$ cat config.mk
export PLATFORM = sky130hd
export DESIGN_NAME = steering_switch_controller_unit_flat
export DESIGN_NICKNAME = d
export VERILOG_FILES = /design/src/rtl/ssc_pkg.sv /design/src/rtl/ssc_if.sv /design/src/rtl/ssc_cfg.sv /design/src/rtl/ssc_core.sv /design/src/rtl/steering_switch_controller_unit.sv /design/src/flat_wrapper.sv
export VERILOG_INCLUDE_DIRS = /design/src /design/src/rtl
export SDC_FILE = /design/constraint.sdc
export NUM_CORES = 1
export LEC_CHECK = 0
export ABC_AREA = 0
export BUFFER_PORTS_ARGS = -buffer_cell sky130_fd_sc_hd__buf_2
export CAP_MARGIN = 15
export CORE_AREA = 2 2 291 293
export CTS_BUF_LIST = sky130_fd_sc_hd__clkbuf_4 sky130_fd_sc_hd__clkbuf_8
export DETAILED_ROUTE_END_ITERATION = 10
export DIE_AREA = 0 0 293 295
export PLACE_DENSITY = 0.62
export SLEW_MARGIN = 0
export SYNTH_ARGS = -nofsm -noshare
export SYNTH_HDL_FRONTEND = slang
export SYNTH_HIERARCHICAL = 1
export SYNTH_SLANG_ARGS = --single-unit
$ cat constraint.sdc
create_clock -name i_clk -period 13.5 [get_ports i_clk]
set_input_delay 2.7 -clock i_clk [delete_from_list [all_inputs] [get_ports i_clk]]
set_output_delay 2.7 -clock i_clk [all_outputs]
set_load 0.02 [all_outputs]
$ cat src/rtl/steering_switch_controller_unit_assert.svh
// Assertion macros shared by the steering switch controller modules
`ifndef STEERING_SWITCH_CONTROLLER_UNIT_ASSERT_SVH
`define STEERING_SWITCH_CONTROLLER_UNIT_ASSERT_SVH

// same-cycle implication, clocked on i_clk, off during reset
`define SSC_ASSERT_NOW(lbl, ante, cons, msg) \
    lbl: assert property (@(posedge i_clk) disable iff (!i_rst_n) (ante) |-> (cons)) \
        else $error(msg);

// next-cycle implication, clocked on i_clk, off during reset
`define SSC_ASSERT_NEXT(lbl, ante, cons, msg) \
    lbl: assert property (@(posedge i_clk) disable iff (!i_rst_n) (ante) |=> (cons)) \
        else $error(msg);

`endif

$ cat src/rtl/ssc_pkg.sv
// Types, codes and constants of the steering switch controller
package ssc_pkg;

    localparam int TIME_W         = 32;
    localparam int KIND_W         = 4;
    localparam int SPEED_IN_W     = 18;
    localparam int SPEED_OUT_W    = 18;
    localparam int CFG_W          = 16;
    localparam int CFG_IDX_W      = 3;
    localparam int NUM_SLOTS      = 9;
    localparam int SLOT_W         = 4;
    localparam int SPEED_BITS_DEF = 18;

    localparam logic [CFG_W-1:0] RST_CRUISE_DB = 16'd150;
    localparam logic [CFG_W-1:0] RST_BUTTON_DB = 16'd50;
    localparam logic [CFG_W-1:0] RST_PRE_DB    = 16'd200;
    localparam logic [CFG_W-1:0] RST_PRE_HOLD  = 16'd1000;
    localparam logic [CFG_W-1:0] RST_STEP      = 16'd500;

    typedef enum logic [KIND_W-1:0] {
        K_HOLD      = 4'd0,
        K_UP        = 4'd1,
        K_DOWN      = 4'd2,
        K_HORN      = 4'd3,
        K_HAZARD    = 4'd4,
        K_LEFT      = 4'd5,
        K_RIGHT     = 4'd6,
        K_BRAKE     = 4'd7,
        K_REAR      = 4'd8,
        K_PRECHARGE = 4'd9
    } t_kind;

    typedef enum logic [CFG_IDX_W-1:0] {
        CFG_CRUISE_DB = 3'd0,
        CFG_BUTTON_DB = 3'd1,
        CFG_PRE_DB    = 3'd2,
        CFG_PRE_HOLD  = 3'd3,
        CFG_STEP      = 3'd4
    } t_cfg_idx;

    typedef struct packed {
        t_kind                 kind;
        logic [TIME_W-1:0]     time_ms;
        logic                  switch_level;
        logic [SPEED_IN_W-1:0] vehicle_speed;
        logic                  reversing;
    } t_evt;

    typedef struct packed {
        logic [CFG_W-1:0] cruise_db;
        logic [CFG_W-1:0] button_db;
        logic [CFG_W-1:0] pre_db;
        logic [CFG_W-1:0] pre_hold;
        logic [CFG_W-1:0] cruise_step;
    } t_cfg;

    typedef struct packed {
        logic                   cruise_on;
        logic [SPEED_OUT_W-1:0] cruise_speed;
        logic                   cruise_flash;
        logic                   hazards_on;
        logic                   left_on;
        logic                   right_on;
        logic                   horn_on;
        logic                   rear_view_on;
        logic                   brake_on;
        logic                   precharged;
        logic                   start_message;
    } t_res;

endpackage

$ cat src/rtl/ssc_if.sv
// Channel interfaces: switch events, results and configuration writes
interface ssc_evt_if;
    logic                            valid;
    logic                            ready;
    logic [ssc_pkg::KIND_W-1:0]      kind;
    logic [ssc_pkg::TIME_W-1:0]      time_ms;
    logic                            switch_level;
    logic [ssc_pkg::SPEED_IN_W-1:0]  vehicle_speed;
    logic                            reversing;

    modport source (output valid, kind, time_ms, switch_level, vehicle_speed, reversing,
                    input ready);
    modport sink   (input valid, kind, time_ms, switch_level, vehicle_speed, reversing,
                    output ready);
endinterface

interface ssc_res_if;
    logic                             valid;
    logic                             ready;
    logic                             cruise_on;
    logic [ssc_pkg::SPEED_OUT_W-1:0]  cruise_speed;
    logic                             cruise_flash;
    logic                             hazards_on;
    logic                             left_on;
    logic                             right_on;
    logic                             horn_on;
    logic                             rear_view_on;
    logic                             brake_on;
    logic                             precharged;
    logic                             start_message;

    modport source (output valid, cruise_on, cruise_speed, cruise_flash, hazards_on, left_on,
                           right_on, horn_on, rear_view_on, brake_on, precharged,
                           start_message,
                    input ready);
    modport sink   (input valid, cruise_on, cruise_speed, cruise_flash, hazards_on, left_on,
                          right_on, horn_on, rear_view_on, brake_on, precharged,
                          start_message,
                    output ready);
endinterface

interface ssc_cfg_if;
    logic                          valid;
    logic                          ready;
    logic [ssc_pkg::CFG_IDX_W-1:0] index;
    logic [ssc_pkg::CFG_W-1:0]     data;

    modport source (output valid, index, data, input ready);
    modport sink   (input valid, index, data, output ready);
endinterface

$ cat src/rtl/ssc_cfg.sv
// Configuration register bank of the steering switch controller
module ssc_cfg (
    input  logic                          i_clk,
    input  logic                          i_rst_n,
    input  logic                          i_wr,
    input  logic [ssc_pkg::CFG_IDX_W-1:0] i_index,
    input  logic [ssc_pkg::CFG_W-1:0]     i_data,
    output ssc_pkg::t_cfg                 o_cfg
);

    ssc_pkg::t_cfg r_cfg;
    ssc_pkg::t_cfg n_cfg;

    always_comb begin
        n_cfg = r_cfg;
        if (i_wr) begin
            unique case (ssc_pkg::t_cfg_idx'(i_index))
                ssc_pkg::CFG_CRUISE_DB: n_cfg.cruise_db   = i_data;
                ssc_pkg::CFG_BUTTON_DB: n_cfg.button_db   = i_data;
                ssc_pkg::CFG_PRE_DB:    n_cfg.pre_db      = i_data;
                ssc_pkg::CFG_PRE_HOLD:  n_cfg.pre_hold    = i_data;
                ssc_pkg::CFG_STEP:      n_cfg.cruise_step = i_data;
                default:                n_cfg = r_cfg;
            endcase
        end
    end

    always_ff @(posedge i_clk) begin
        if (!i_rst_n) begin
            r_cfg.cruise_db   <= ssc_pkg::RST_CRUISE_DB;
            r_cfg.button_db   <= ssc_pkg::RST_BUTTON_DB;
            r_cfg.pre_db      <= ssc_pkg::RST_PRE_DB;
            r_cfg.pre_hold    <= ssc_pkg::RST_PRE_HOLD;
            r_cfg.cruise_step <= ssc_pkg::RST_STEP;
        end else begin
            r_cfg <= n_cfg;
        end
    end

    assign o_cfg = r_cfg;

endmodule

$ cat src/rtl/ssc_core.sv
// Driver-control state and its update for one switch event
`include "steering_switch_controller_unit_assert.svh"

module ssc_core #(
    parameter int SPEED_BITS = ssc_pkg::SPEED_BITS_DEF
) (
    input  logic          i_clk,
    input  logic          i_rst_n,
    input  logic          i_fire,
    input  ssc_pkg::t_evt i_evt,
    input  ssc_pkg::t_cfg i_cfg,
    output ssc_pkg::t_res o_res
);

    localparam int SUM_W = ((SPEED_BITS > ssc_pkg::CFG_W) ? SPEED_BITS : ssc_pkg::CFG_W) + 1;
    localparam logic [SPEED_BITS-1:0] SPEED_MAX = '1;
    localparam logic [ssc_pkg::SLOT_W-1:0] SLOT_REAR = 4'd7;
    localparam logic [ssc_pkg::SLOT_W-1:0] SLOT_PRE  = 4'd8;

    localparam int LT_HAZ   = 0;
    localparam int LT_LEFT  = 1;
    localparam int LT_RIGHT = 2;
    localparam int TG_HORN  = 0;
    localparam int TG_REAR  = 1;
    localparam int TG_BRAKE = 2;
    localparam int PR_HELD  = 0;
    localparam int PR_ON    = 1;
    localparam int PR_CAUGHT = 2;

    logic [ssc_pkg::TIME_W-1:0] r_last [ssc_pkg::NUM_SLOTS];
    logic                       r_cruise;
    logic [SPEED_BITS-1:0]      r_target;
    logic [2:0]                 r_light;
    logic [2:0]                 r_toggle;
    logic [2:0]                 r_pre;
    logic [ssc_pkg::TIME_W-1:0] r_press;

    logic                       n_cruise;
    logic [SPEED_BITS-1:0]      n_target;
    logic [2:0]                 n_light;
    logic [2:0]                 n_toggle;
    logic [2:0]                 n_pre;
    logic [ssc_pkg::TIME_W-1:0] n_press;

    logic                       w_has_slot;
    logic [ssc_pkg::SLOT_W-1:0] w_slot;
    logic [ssc_pkg::TIME_W-1:0] w_elapsed;
    logic [ssc_pkg::TIME_W-1:0] w_held;
    logic                       w_ge_cruise;
    logic                       w_gt_cruise;
    logic                       w_gt_button;
    logic                       w_ge_pre;
    logic [SUM_W-1:0]           w_up_sum;
    logic [SPEED_BITS-1:0]      w_up;
    logic [SPEED_BITS-1:0]      w_down;
    logic                       w_flash;
    logic                       w_start;

    always_comb begin
        w_has_slot = 1'b1;
        w_slot     = '0;
        unique case (i_evt.kind)
            ssc_pkg::K_HOLD, ssc_pkg::K_UP, ssc_pkg::K_DOWN, ssc_pkg::K_HORN,
            ssc_pkg::K_HAZARD, ssc_pkg::K_LEFT, ssc_pkg::K_RIGHT: begin
                w_slot = ssc_pkg::SLOT_W'(i_evt.kind);
            end
            ssc_pkg::K_REAR:      w_slot = SLOT_REAR;
            ssc_pkg::K_PRECHARGE: w_slot = SLOT_PRE;
            default:              w_has_slot = 1'b0;
        endcase
    end

    assign w_elapsed   = i_evt.time_ms - r_last[w_slot];
    assign w_held      = i_evt.time_ms - r_press;
    assign w_ge_cruise = w_elapsed >= ssc_pkg::TIME_W'(i_cfg.cruise_db);
    assign w_gt_cruise = w_elapsed >  ssc_pkg::TIME_W'(i_cfg.cruise_db);
    assign w_gt_button = w_elapsed >  ssc_pkg::TIME_W'(i_cfg.button_db);
    assign w_ge_pre    = w_elapsed >= ssc_pkg::TIME_W'(i_cfg.pre_db);

    assign w_up_sum = SUM_W'(r_target) + SUM_W'(i_cfg.cruise_step);
    assign w_up     = (w_up_sum >= SUM_W'(SPEED_MAX)) ? SPEED_MAX : w_up_sum[SPEED_BITS-1:0];
    assign w_down   = (SUM_W'(r_target) > SUM_W'(i_cfg.cruise_step))
                      ? r_target - SPEED_BITS'(i_cfg.cruise_step) : '0;

    always_comb begin
        n_cruise = r_cruise;
        n_target = r_target;
        n_light  = r_light;
        n_toggle = r_toggle;
        n_pre    = r_pre;
        n_press  = r_press;
        w_flash  = 1'b0;
        w_start  = 1'b0;
        unique case (i_evt.kind)
            ssc_pkg::K_HOLD: begin
                if (w_ge_cruise) begin
                    if (r_cruise) begin
                        n_cruise = 1'b0;
                        n_target = '0;
                    end else if (i_evt.reversing) begin
                        w_flash = 1'b1;
                    end else begin
                        n_cruise = 1'b1;
                        n_target = SPEED_BITS'(i_evt.vehicle_speed);
                    end
                end
            end
            ssc_pkg::K_UP: begin
                if (w_gt_cruise && r_cruise) begin
                    n_target = w_up;
                    w_flash  = 1'b1;
                end
            end
            ssc_pkg::K_DOWN: begin
                if (w_gt_cruise && r_cruise) begin
                    n_target = w_down;
                    w_flash  = 1'b1;
                end
            end
            ssc_pkg::K_HORN: begin
                if (w_gt_button) n_toggle[TG_HORN] = ~r_toggle[TG_HORN];
            end
            ssc_pkg::K_HAZARD: begin
                if (w_gt_button) n_light = {2'b00, ~r_light[LT_HAZ]};
            end
            ssc_pkg::K_LEFT: begin
                if (w_gt_button) begin
                    n_light[LT_HAZ]  = 1'b0;
                    n_light[LT_LEFT] = ~r_light[LT_LEFT];
                end
            end
            ssc_pkg::K_RIGHT: begin
                if (w_gt_button) begin
                    n_light[LT_HAZ]   = 1'b0;
                    n_light[LT_RIGHT] = ~r_light[LT_RIGHT];
                end
            end
            ssc_pkg::K_BRAKE: begin
                n_toggle[TG_BRAKE] = i_evt.switch_level;
                if (i_evt.switch_level) n_cruise = 1'b0;
            end
            ssc_pkg::K_REAR: begin
                if (w_gt_button) n_toggle[TG_REAR] = ~r_toggle[TG_REAR];
            end
            ssc_pkg::K_PRECHARGE: begin
                if (w_ge_pre) begin
                    if (r_pre[PR_HELD]) begin
                        n_pre[PR_HELD] = 1'b0;
                        if (w_held >= ssc_pkg::TIME_W'(i_cfg.pre_hold) && !r_pre[PR_CAUGHT]) begin
                            n_pre[PR_CAUGHT] = 1'b1;
                            n_pre[PR_ON]     = ~r_pre[PR_ON];
                            w_start          = 1'b1;
                        end
                    end else begin
                        n_pre[PR_HELD]   = 1'b1;
                        n_pre[PR_CAUGHT] = 1'b0;
                        n_press          = i_evt.time_ms;
                    end
                end
            end
            default: begin
                n_cruise = r_cruise;
            end
        endcase
    end

    always_ff @(posedge i_clk) begin
        if (!i_rst_n) begin
            for (int i = 0; i < ssc_pkg::NUM_SLOTS; i++) begin
                r_last[i] <= '0;
            end
            r_cruise <= 1'b0;
            r_target <= '0;
            r_light  <= '0;
            r_toggle <= '0;
            r_pre    <= '0;
            r_press  <= '0;
        end else if (i_fire) begin
            if (w_has_slot) r_last[w_slot] <= i_evt.time_ms;
            r_cruise <= n_cruise;
            r_target <= n_target;
            r_light  <= n_light;
            r_toggle <= n_toggle;
            r_pre    <= n_pre;
            r_press  <= n_press;
        end
    end

    always_comb begin
        o_res.cruise_on     = n_cruise;
        o_res.cruise_speed  = ssc_pkg::SPEED_OUT_W'(n_target);
        o_res.cruise_flash  = w_flash;
        o_res.hazards_on    = n_light[LT_HAZ];
        o_res.left_on       = n_light[LT_LEFT];
        o_res.right_on      = n_light[LT_RIGHT];
        o_res.horn_on       = n_toggle[TG_HORN];
        o_res.rear_view_on  = n_toggle[TG_REAR];
        o_res.brake_on      = n_toggle[TG_BRAKE];
        o_res.precharged    = n_pre[PR_ON];
        o_res.start_message = w_start;
    end

    `SSC_ASSERT_NOW(a_lights_excl, r_light[LT_HAZ], !r_light[LT_LEFT] && !r_light[LT_RIGHT], "hazards on together with an indicator")
    `SSC_ASSERT_NEXT(a_brake_cancel, i_fire && i_evt.kind == ssc_pkg::K_BRAKE && i_evt.switch_level, !r_cruise && r_toggle[TG_BRAKE], "brake beat did not cancel cruise")
    `SSC_ASSERT_NOW(a_start_release, w_start, i_evt.kind == ssc_pkg::K_PRECHARGE && r_pre[PR_HELD] && !r_pre[PR_CAUGHT], "start pulse without a held precharge release")
    `SSC_ASSERT_NEXT(a_hold_off_zero, i_fire && i_evt.kind == ssc_pkg::K_HOLD && r_cruise && w_ge_cruise, !r_cruise && r_target == '0, "cruise hold off left a target")

endmodule

$ cat src/rtl/steering_switch_controller_unit.sv
// Top level of the steering switch controller: event and result stages around the state core
//
// One switch-edge beat is taken per clock while the result is not stalled. On its way to the
// result beat, the event lands in an input register, the state core updates every flag,
// debounce time and the cruise target from that register, and the result lands in an output
// register. The sustained rate is one beat per cycle while the result is not stalled; a
// stalled result holds the output register and the input register in turn. Configuration
// writes are taken on every cycle; a register index beyond the five defined registers is
// dropped. Write configuration only while no event is in flight.
`include "steering_switch_controller_unit_assert.svh"

module steering_switch_controller_unit #(
    parameter int SPEED_BITS = ssc_pkg::SPEED_BITS_DEF
) (
    input  logic      i_clk,
    input  logic      i_rst_n,
    ssc_evt_if.sink   i_evt,
    ssc_cfg_if.sink   i_cfg,
    ssc_res_if.source o_res
);

    ssc_pkg::t_cfg w_cfg;
    ssc_pkg::t_res w_res;
    ssc_pkg::t_evt n_evt;
    ssc_pkg::t_evt r_evt;
    ssc_pkg::t_res r_res;
    logic          r_in_vld;
    logic          r_out_vld;
    logic          w_fire;
    logic          w_take;

    assign i_cfg.ready = 1'b1;

    ssc_cfg u_cfg (
        .i_clk   (i_clk),
        .i_rst_n (i_rst_n),
        .i_wr    (i_cfg.valid),
        .i_index (i_cfg.index),
        .i_data  (i_cfg.data),
        .o_cfg   (w_cfg)
    );

    assign w_fire      = r_in_vld && (!r_out_vld || o_res.ready);
    assign i_evt.ready = !r_in_vld || w_fire;
    assign w_take      = i_evt.valid && i_evt.ready;

    always_comb begin
        n_evt.kind          = ssc_pkg::t_kind'(i_evt.kind);
        n_evt.time_ms       = i_evt.time_ms;
        n_evt.switch_level  = i_evt.switch_level;
        n_evt.vehicle_speed = i_evt.vehicle_speed;
        n_evt.reversing     = i_evt.reversing;
    end

    always_ff @(posedge i_clk) begin
        if (!i_rst_n) begin
            r_in_vld <= 1'b0;
        end else if (i_evt.ready) begin
            r_in_vld <= i_evt.valid;
        end
    end

    always_ff @(posedge i_clk) begin
        if (w_take) r_evt <= n_evt;
    end

    ssc_core #(
        .SPEED_BITS (SPEED_BITS)
    ) u_core (
        .i_clk   (i_clk),
        .i_rst_n (i_rst_n),
        .i_fire  (w_fire),
        .i_evt   (r_evt),
        .i_cfg   (w_cfg),
        .o_res   (w_res)
    );

    always_ff @(posedge i_clk) begin
        if (!i_rst_n) begin
            r_out_vld <= 1'b0;
        end else if (w_fire) begin
            r_out_vld <= 1'b1;
        end else if (o_res.ready) begin
            r_out_vld <= 1'b0;
        end
    end

    always_ff @(posedge i_clk) begin
        if (w_fire) r_res <= w_res;
    end

    assign o_res.valid         = r_out_vld;
    assign o_res.cruise_on     = r_res.cruise_on;
    assign o_res.cruise_speed  = r_res.cruise_speed;
    assign o_res.cruise_flash  = r_res.cruise_flash;
    assign o_res.hazards_on    = r_res.hazards_on;
    assign o_res.left_on       = r_res.left_on;
    assign o_res.right_on      = r_res.right_on;
    assign o_res.horn_on       = r_res.horn_on;
    assign o_res.rear_view_on  = r_res.rear_view_on;
    assign o_res.brake_on      = r_res.brake_on;
    assign o_res.precharged    = r_res.precharged;
    assign o_res.start_message = r_res.start_message;

    `SSC_ASSERT_NEXT(a_stall_keeps_evt, r_in_vld && !w_fire, r_in_vld, "stalled event beat dropped")
    `SSC_ASSERT_NOW(a_fire_has_room, w_fire, !r_out_vld || o_res.ready, "result register overwritten")
    `SSC_ASSERT_NEXT(a_fire_gives_result, w_fire, r_out_vld, "processed event left no result beat")

endmodule
$ cat src/flat_wrapper.sv
// flat-port wrapper written by rule: the top's interface ports become plain ports
module steering_switch_controller_unit_flat 
#(
    parameter int SPEED_BITS = ssc_pkg::SPEED_BITS_DEF
)
  (i_clk, i_rst_n, i_evt_valid, i_evt_kind, i_evt_time_ms, i_evt_switch_level, i_evt_vehicle_speed, i_evt_reversing, i_evt_ready, i_cfg_valid, i_cfg_index, i_cfg_data, i_cfg_ready, o_res_valid, o_res_cruise_on, o_res_cruise_speed, o_res_cruise_flash, o_res_hazards_on, o_res_left_on, o_res_right_on, o_res_horn_on, o_res_rear_view_on, o_res_brake_on, o_res_precharged, o_res_start_message, o_res_ready);
  ssc_evt_if i_evt_i ();
  ssc_cfg_if i_cfg_i ();
  ssc_res_if o_res_i ();
  input  logic i_clk;
  input  logic i_rst_n;
  input wire logic [$bits(i_evt_i.valid)-1:0] i_evt_valid;
  input wire logic [$bits(i_evt_i.kind)-1:0] i_evt_kind;
  input wire logic [$bits(i_evt_i.time_ms)-1:0] i_evt_time_ms;
  input wire logic [$bits(i_evt_i.switch_level)-1:0] i_evt_switch_level;
  input wire logic [$bits(i_evt_i.vehicle_speed)-1:0] i_evt_vehicle_speed;
  input wire logic [$bits(i_evt_i.reversing)-1:0] i_evt_reversing;
  output wire logic [$bits(i_evt_i.ready)-1:0] i_evt_ready;
  input wire logic [$bits(i_cfg_i.valid)-1:0] i_cfg_valid;
  input wire logic [$bits(i_cfg_i.index)-1:0] i_cfg_index;
  input wire logic [$bits(i_cfg_i.data)-1:0] i_cfg_data;
  output wire logic [$bits(i_cfg_i.ready)-1:0] i_cfg_ready;
  output wire logic [$bits(o_res_i.valid)-1:0] o_res_valid;
  output wire logic [$bits(o_res_i.cruise_on)-1:0] o_res_cruise_on;
  output wire logic [$bits(o_res_i.cruise_speed)-1:0] o_res_cruise_speed;
  output wire logic [$bits(o_res_i.cruise_flash)-1:0] o_res_cruise_flash;
  output wire logic [$bits(o_res_i.hazards_on)-1:0] o_res_hazards_on;
  output wire logic [$bits(o_res_i.left_on)-1:0] o_res_left_on;
  output wire logic [$bits(o_res_i.right_on)-1:0] o_res_right_on;
  output wire logic [$bits(o_res_i.horn_on)-1:0] o_res_horn_on;
  output wire logic [$bits(o_res_i.rear_view_on)-1:0] o_res_rear_view_on;
  output wire logic [$bits(o_res_i.brake_on)-1:0] o_res_brake_on;
  output wire logic [$bits(o_res_i.precharged)-1:0] o_res_precharged;
  output wire logic [$bits(o_res_i.start_message)-1:0] o_res_start_message;
  input wire logic [$bits(o_res_i.ready)-1:0] o_res_ready;
  assign i_evt_i.valid = i_evt_valid;
  assign i_evt_i.kind = i_evt_kind;
  assign i_evt_i.time_ms = i_evt_time_ms;
  assign i_evt_i.switch_level = i_evt_switch_level;
  assign i_evt_i.vehicle_speed = i_evt_vehicle_speed;
  assign i_evt_i.reversing = i_evt_reversing;
  assign i_evt_ready = i_evt_i.ready;
  assign i_cfg_i.valid = i_cfg_valid;
  assign i_cfg_i.index = i_cfg_index;
  assign i_cfg_i.data = i_cfg_data;
  assign i_cfg_ready = i_cfg_i.ready;
  assign o_res_valid = o_res_i.valid;
  assign o_res_cruise_on = o_res_i.cruise_on;
  assign o_res_cruise_speed = o_res_i.cruise_speed;
  assign o_res_cruise_flash = o_res_i.cruise_flash;
  assign o_res_hazards_on = o_res_i.hazards_on;
  assign o_res_left_on = o_res_i.left_on;
  assign o_res_right_on = o_res_i.right_on;
  assign o_res_horn_on = o_res_i.horn_on;
  assign o_res_rear_view_on = o_res_i.rear_view_on;
  assign o_res_brake_on = o_res_i.brake_on;
  assign o_res_precharged = o_res_i.precharged;
  assign o_res_start_message = o_res_i.start_message;
  assign o_res_i.ready = o_res_ready;
  steering_switch_controller_unit #(.SPEED_BITS(SPEED_BITS)) u_core (.i_clk(i_clk), .i_rst_n(i_rst_n), .i_evt(i_evt_i), .i_cfg(i_cfg_i), .o_res(o_res_i));
endmodule
; After elaboration in Yosys (flattened, before gate mapping)
; Memories as Yosys holds them, arrays and structs flattened.
; Cells that the tools add are included.
[classes]
addsub = 4
mux = 49
n_reduce_logical = 25
order_cmp = 7
n_eq_ne = 14
n_bitwise = 7
[ops]
columns = cell, n
row1 = $mux W18, 7
row2 = $ge A32 B16 Y1, 3
row3 = $gt A32 B16 Y1, 2
row4 = $sub A32 B32 Y32, 2
row5 = $pmux W18 S3, 1
row6 = $mux W32, 1
row7 = $reduce_or A32 Y1, 1
row8 = $mux W1, 28
row9 = $add A18 B16 Y19, 1
row10 = $ge A19 B18 Y1 const B, 1
row11 = $gt A18 B16 Y1, 1
row12 = $sub A18 B16 Y18, 1
row13 = $eq A4 B3 Y1 const B, 4
row14 = $pmux W4 S3, 1
row15 = $reduce_and A2 Y1, 5
row16 = $reduce_or A9 Y1, 1
row17 = $eq A4 B2 Y1 const B, 2
row18 = $eq A4 B4 Y1 const B, 2
row19 = $mux W2, 4
row20 = $pmux W1 S2, 4
row21 = $reduce_and A4 Y1, 2
row22 = $not A1 Y1, 7
row23 = $reduce_or A7 Y1, 1
row24 = $eq A3 B2 Y1 const B, 2
row25 = 15 further kinds, 22
[totals]
register_bits = 226
output_inout_bits = 31
mem_count = 1
mem_bits_rw = 288
[mem_list]
columns = name, depth, width, rd, rd_clocked_by_memory_dff, wr, line_no
row1 = u_core.u_core.r_last, 9, 32, 1, 0, 9, ssc_core.sv:30  ; logic [ssc_pkg::TIME_W-1:0] r_last [ssc_pkg::NUM_SLOTS];

; Longest topological paths before layout
[logic_depth]
word_depth = 9
ltp_mapped = 34
depth_no_buf = 30

; Modules after synthesis
; Netlist, hierarchy kept.
[by_module_without_submodules]
columns = mod, instances, cells_per_inst, area_each_um2
row1 = ssc_core, 1, 2702, 27322.5
row2 = ssc_cfg, 1, 295, 3093.0
row3 = steering_switch_controller_unit, 1, 95, 2637.5

; Least setup slack after synthesis
; OpenSTA, ideal clock, no wires.
[synth_timing]
path_type = input to register
start = input o_res_ready
end = memory u_core/u_core/r_last[5][0] (netlist bit), enable pin
stages = 7
required_time_ns = 13.034
setup_ns = 0.466
n_path_buf = 1
t_arrival_ns = 7.311
setup_slack_ns = 5.723
path_cell_list = nor2b_4 > nor2b_1 > clkbuf_1 > clkinv_1 > nor2_1 > nand2_1 > o21ai_0
[synth_rtl]
columns = element, line_no
row1 = start: declaration, flat_wrapper.sv:35  ; input wire logic [$bits(o_res_i.ready)-1:0] o_res_ready;
row2 = end: declaration, ssc_core.sv:30

==> out/qor.yml <==
global_route:
  wire_length_of_the_first_global_routing_pass_um: 150000
  grt_antenna_before_repair: 5
  grt_start_max_net_pins: 73
  use_met1_pct: 30.3
  track_usage_pct: 22.7
  busiest_layer: "met2"
  globalRouteOverflowTotal: 0
  grt_pass1_vias: 24800
  use_met3_pct: 3.47
  global_route_met2_utilization_pct: 37.9
logic_synthesis:
  synth-async-reset-ratio_pct: 0
  yosys-top-cells-area: "edfxtp_1 (43%), dfxtp_1 (8.6%), ha_1 (6.1%)"
  synthXorXnorAreaFrac_pct: 1.39
  synth.yosys.warnings: 6
  synth-seq-cells: 610
  synthAdderAreaFrac_pct: 6.34
  combinational_family_with_the_most_area_after_synthesis: "simple AND/OR/NAND/NOR gates"
  synth_enable_flop_cells: 468
  synth_most_common_cell: "edfxtp_1"
  syn-cell-area_um2: 33100
  netlist-cell-type-count: 110
  post-synth-top-area-fraction_pct: 42.5
  synth-main-ff-cell: "edfxtp_1"
  postSynthAreaPerCell_um2: 10.7
  synthCells: 3092
  post_synth_and_or_nand_nor_area_fraction_pct: 16.7
  yosysSeqAreaShare_pct: 51.1
  list_of_most_frequent_post_synthesis_cells: "edfxtp_1 (468), nand2_1 (258), a21oi_1 (209), clkbuf_1 (168), nor2_1 (164)"
  synthMuxAreaShare_pct: 3.77
  synth-compound-area-share_pct: 16.3
  synth.largest_area_cell: "edfxtp_1"
floorplan:
  die-width_um: 293
  core-area_um2: 83200
  core_rows: 106
  top_level_ports: 111
  die_height_um: 295
  die-area_um2: 86400
  floorplan.initialDensity_pct: 39.7
final_layout:
  finalNetCount: 3500
  areaGrowthSynthToFinish_pct: 12.7
  utilization_pct: 44.8
  drive_above_1_share_pct: 12.5
  fin_area_um2: 37200
clock_tree:
  clock_tree.root_cell: "clkbuf_8"
  cts.reportedPaths.clkPinSlew_ns: 0.06
  hold_buffers: 0
  numClockSinks: 610
  clock_tree_from_tritoncts: "done"
  cts_setup_buffers: 0
  cts-root-to-sink-buffers: 3
  post_cts_repair_resize_count: 0
  cts-buffers-inserted: 103
  insertion_delay_ns: 0.75
  ctsHtreeMaxLevel: 3
critical_path:
  end_kind: "flip-flop"
  worst_path_largest_cell_delay_ns: 0.88
  worst_ep_arrival_time_ns: 8.86
  crit_family: "simple AND/OR/NAND/NOR gates"
  worstSetupStartpointType: "flip-flop"
  highest_delay_cell_along_the_critical_path: "edfxtp_1"
  critPathKind: "reg2reg"
  critPathRequiredTime_ns: 13.97
  crit_path_cell_trace: "or4b_1, nand2_2, buf_4, a222oi_1, a21oi_1, nor3_1, inv_1, fa_1, nand2b_1, a21o_1, a211o_1, nand2_1, nor2_1, xnor2_1, ha_1, nand4_1, nor2_1, nand3_1, a21oi_1, nor3_1, and2_1, nand3_1, a32o_1, a221o_1"
  cp_num_buf_inv: 2
  worst-path-max-fanout: 46
sta:
  fin_worst_skew_ns: 0.0475
  finalHoldViolations: 0
  max_freq_mhz: 119
  period_minus_slack_ns: 8.40
  rsz0062_at_grt: "false"
  worstMarginPinSlew_ns: 1.25
  final_max_slew_viol_count: 0
  timing.final.crit_share_pct: 62.2
  max_slew_margin_pct: 16.6
  total_neg_setup_slack_ns: 0
  setup_viol_count_final: 0
  setup_slack_ns: 5.10
drt:
  postRouteWirelength_um: 99800
  drcViolationCount: 0
  drt-pass1-iter-count: 8
  via_count: 25400
  routed_wirelength_normalized_by_instance_count_um: 22.6
  avgViaCountPerCell: 5.73
  count_of_nets_left_with_antenna_violations_after_detail_routing: 0
  drt_first_iter_violations: 2576
placed_design:
  dp.final_hpwl_um: 64800
  dp_slack_ns: 5.10
  postPlaceCellArea_um2: 35000
  gp_routability_congestion: 0.916
  numPortBuffers: 109
pwr:
  p_leak_nw: 14.5
  power.combinational.fraction_pct: 16.5
  power_per_cell_area_nw_per_um2: 124
  power.internal_mw: 3.31
  clock_power_share_pct: 37.4
  power_switching_mw: 1.32
  seq_power_share_pct: 46.2
  vdd_ir_drop_max_mv: 0.0797
  netSwitchingFraction_pct: 28.6
min_path:
  hold_path_class: "reg2reg"
job:
  drv.max_cap_violation_count: 0
outcome:
  outcome: "finished clean"
-- cell usage in the layout (no fill, tap or decap), types with 15 or more instances in the layout --
master	instances
a211oi_1	15
a21o_1	45
a21oi_1	207
a221o_1	20
a221oi_1	15
a222oi_1	80
a31oi_1	17
a32oi_1	20
and2_1	163
and3_1	132
buf_2	108
buf_4	56
clkbuf_4	45
clkbuf_8	107
clkinv_1	18
conb_1	97
dfxtp_1	142
edfxtp_1	468
ha_1	161
inv_1	144
mux2i_1	121
nand2_1	257
nand2b_1	37
nand3_1	42
nand4_1	28
nor2_1	157
nor2b_1	51
nor3_1	73
nor4_1	16
o21a_1	25
o21ai_0	75
o21bai_1	16
o221ai_1	15
xnor2_1	29
xor2_1	21
-- metal layers --
layer,vias to the layer above,part of all wire [%]
li1,11900,-
met1,12400,43
met2,930,48
met3,149,6.8
met4,0,2.2
met5,-,0
-- flip-flops by register name, indices dropped and copies added, names as in the netlist --
name	flops
u_core/o_res.valid	1
u_core/o_res.hazards_on	1
u_core/r_evt	56
u_core/o_res.start_message	1
u_core/u_cfg/o_cfg	80
u_core/o_res.precharged	1
u_core/r_in_vld	1
u_core/o_res.brake_on	1
u_core/o_res.cruise_on	1
u_core/u_core/r_last	384
u_core/o_res.right_on	1
u_core/o_res.rear_view_on	1
u_core/o_res.cruise_flash	1
u_core/u_core/r_pre	3
u_core/u_core/r_target	18
u_core/u_core/r_toggle	3
u_core/o_res.horn_on	1
u_core/u_core/r_light	3
u_core/o_res.cruise_speed	18
u_core/o_res.left_on	1
u_core/u_core/r_press	32
u_core/u_core/r_cruise	1
-- cell families after synthesis --
family / Yosys count
buffers and inverters: 351
muxes: 124
other: 2
AOI/OAI and AO/OA: 738
adders and majority gates: 165
and+or+nand+nor: 1051
xor gates and xnor gates: 51
DFF: 610
-- final timing paths --
check                                       from                                     end  slack (ns)  cells past startpoint
max reg2reg           u_core/r_evt[53]$_DFFE_PP_  u_core/o_res.cruise_speed[5]$_DFFE_PP_        5.10                     24
min reg2reg  u_core/u_cfg/o_cfg[78]$_SDFFE_PN0P_     u_core/u_cfg/o_cfg[78]$_SDFFE_PN0P_        0.46                      2
min          u_core/u_cfg/o_cfg[78]$_SDFFE_PN0P_     u_core/u_cfg/o_cfg[78]$_SDFFE_PN0P_        0.46                      2
max                   u_core/r_evt[53]$_DFFE_PP_  u_core/o_res.cruise_speed[5]$_DFFE_PP_        5.10                     24
-- worst min-delay path, stage by stage (launching register included) --
cell and delay (ns):
dfxtp_1 0.31, nand2_1 0.05, mux2i_1 0.05
-- power by group through the flow --
stage / clock network [mW] / logic, mW / registers, mW
after floorplan: 0 / 0.503 / 2.17
after detailed placement: 0 / 0.744 / 2.17
after CTS: 1.77 / 0.749 / 2.14
after global placement: 0 / 0.742 / 2.17
final: 1.73 / 0.763 / 2.14
after global routing: 1.85 / 0.833 / 2.14
-- stage by stage --
| step | instances | total power, mW | hold slack, ns |
|---|---|---|---|
| after floorplan | 3187 | 2.67 | 0.435 |
| after global placement | 4228 | 2.91 | 0.443 |
| after detailed placement | 4228 | 2.92 | 0.449 |
| after CTS | 4417 | 4.65 | 0.461 |
| after global routing | 4420 | 4.83 | 0.479 |
| final | 4422 | 4.63 | 0.461 |
-- cell type report --
class	count	area, um2
Inverter	148	556
Multi-Input combinational cell	2226	15300
Antenna cell	3	7.51
Fill cell	7736	45900
Clock inverter	37	352
Tap cell	1080	1350
Clock buffer	152	1810
Sequential cell	610	16900
Timing Repair Buffer	166	988
Power figures use the tool's default switching activity.
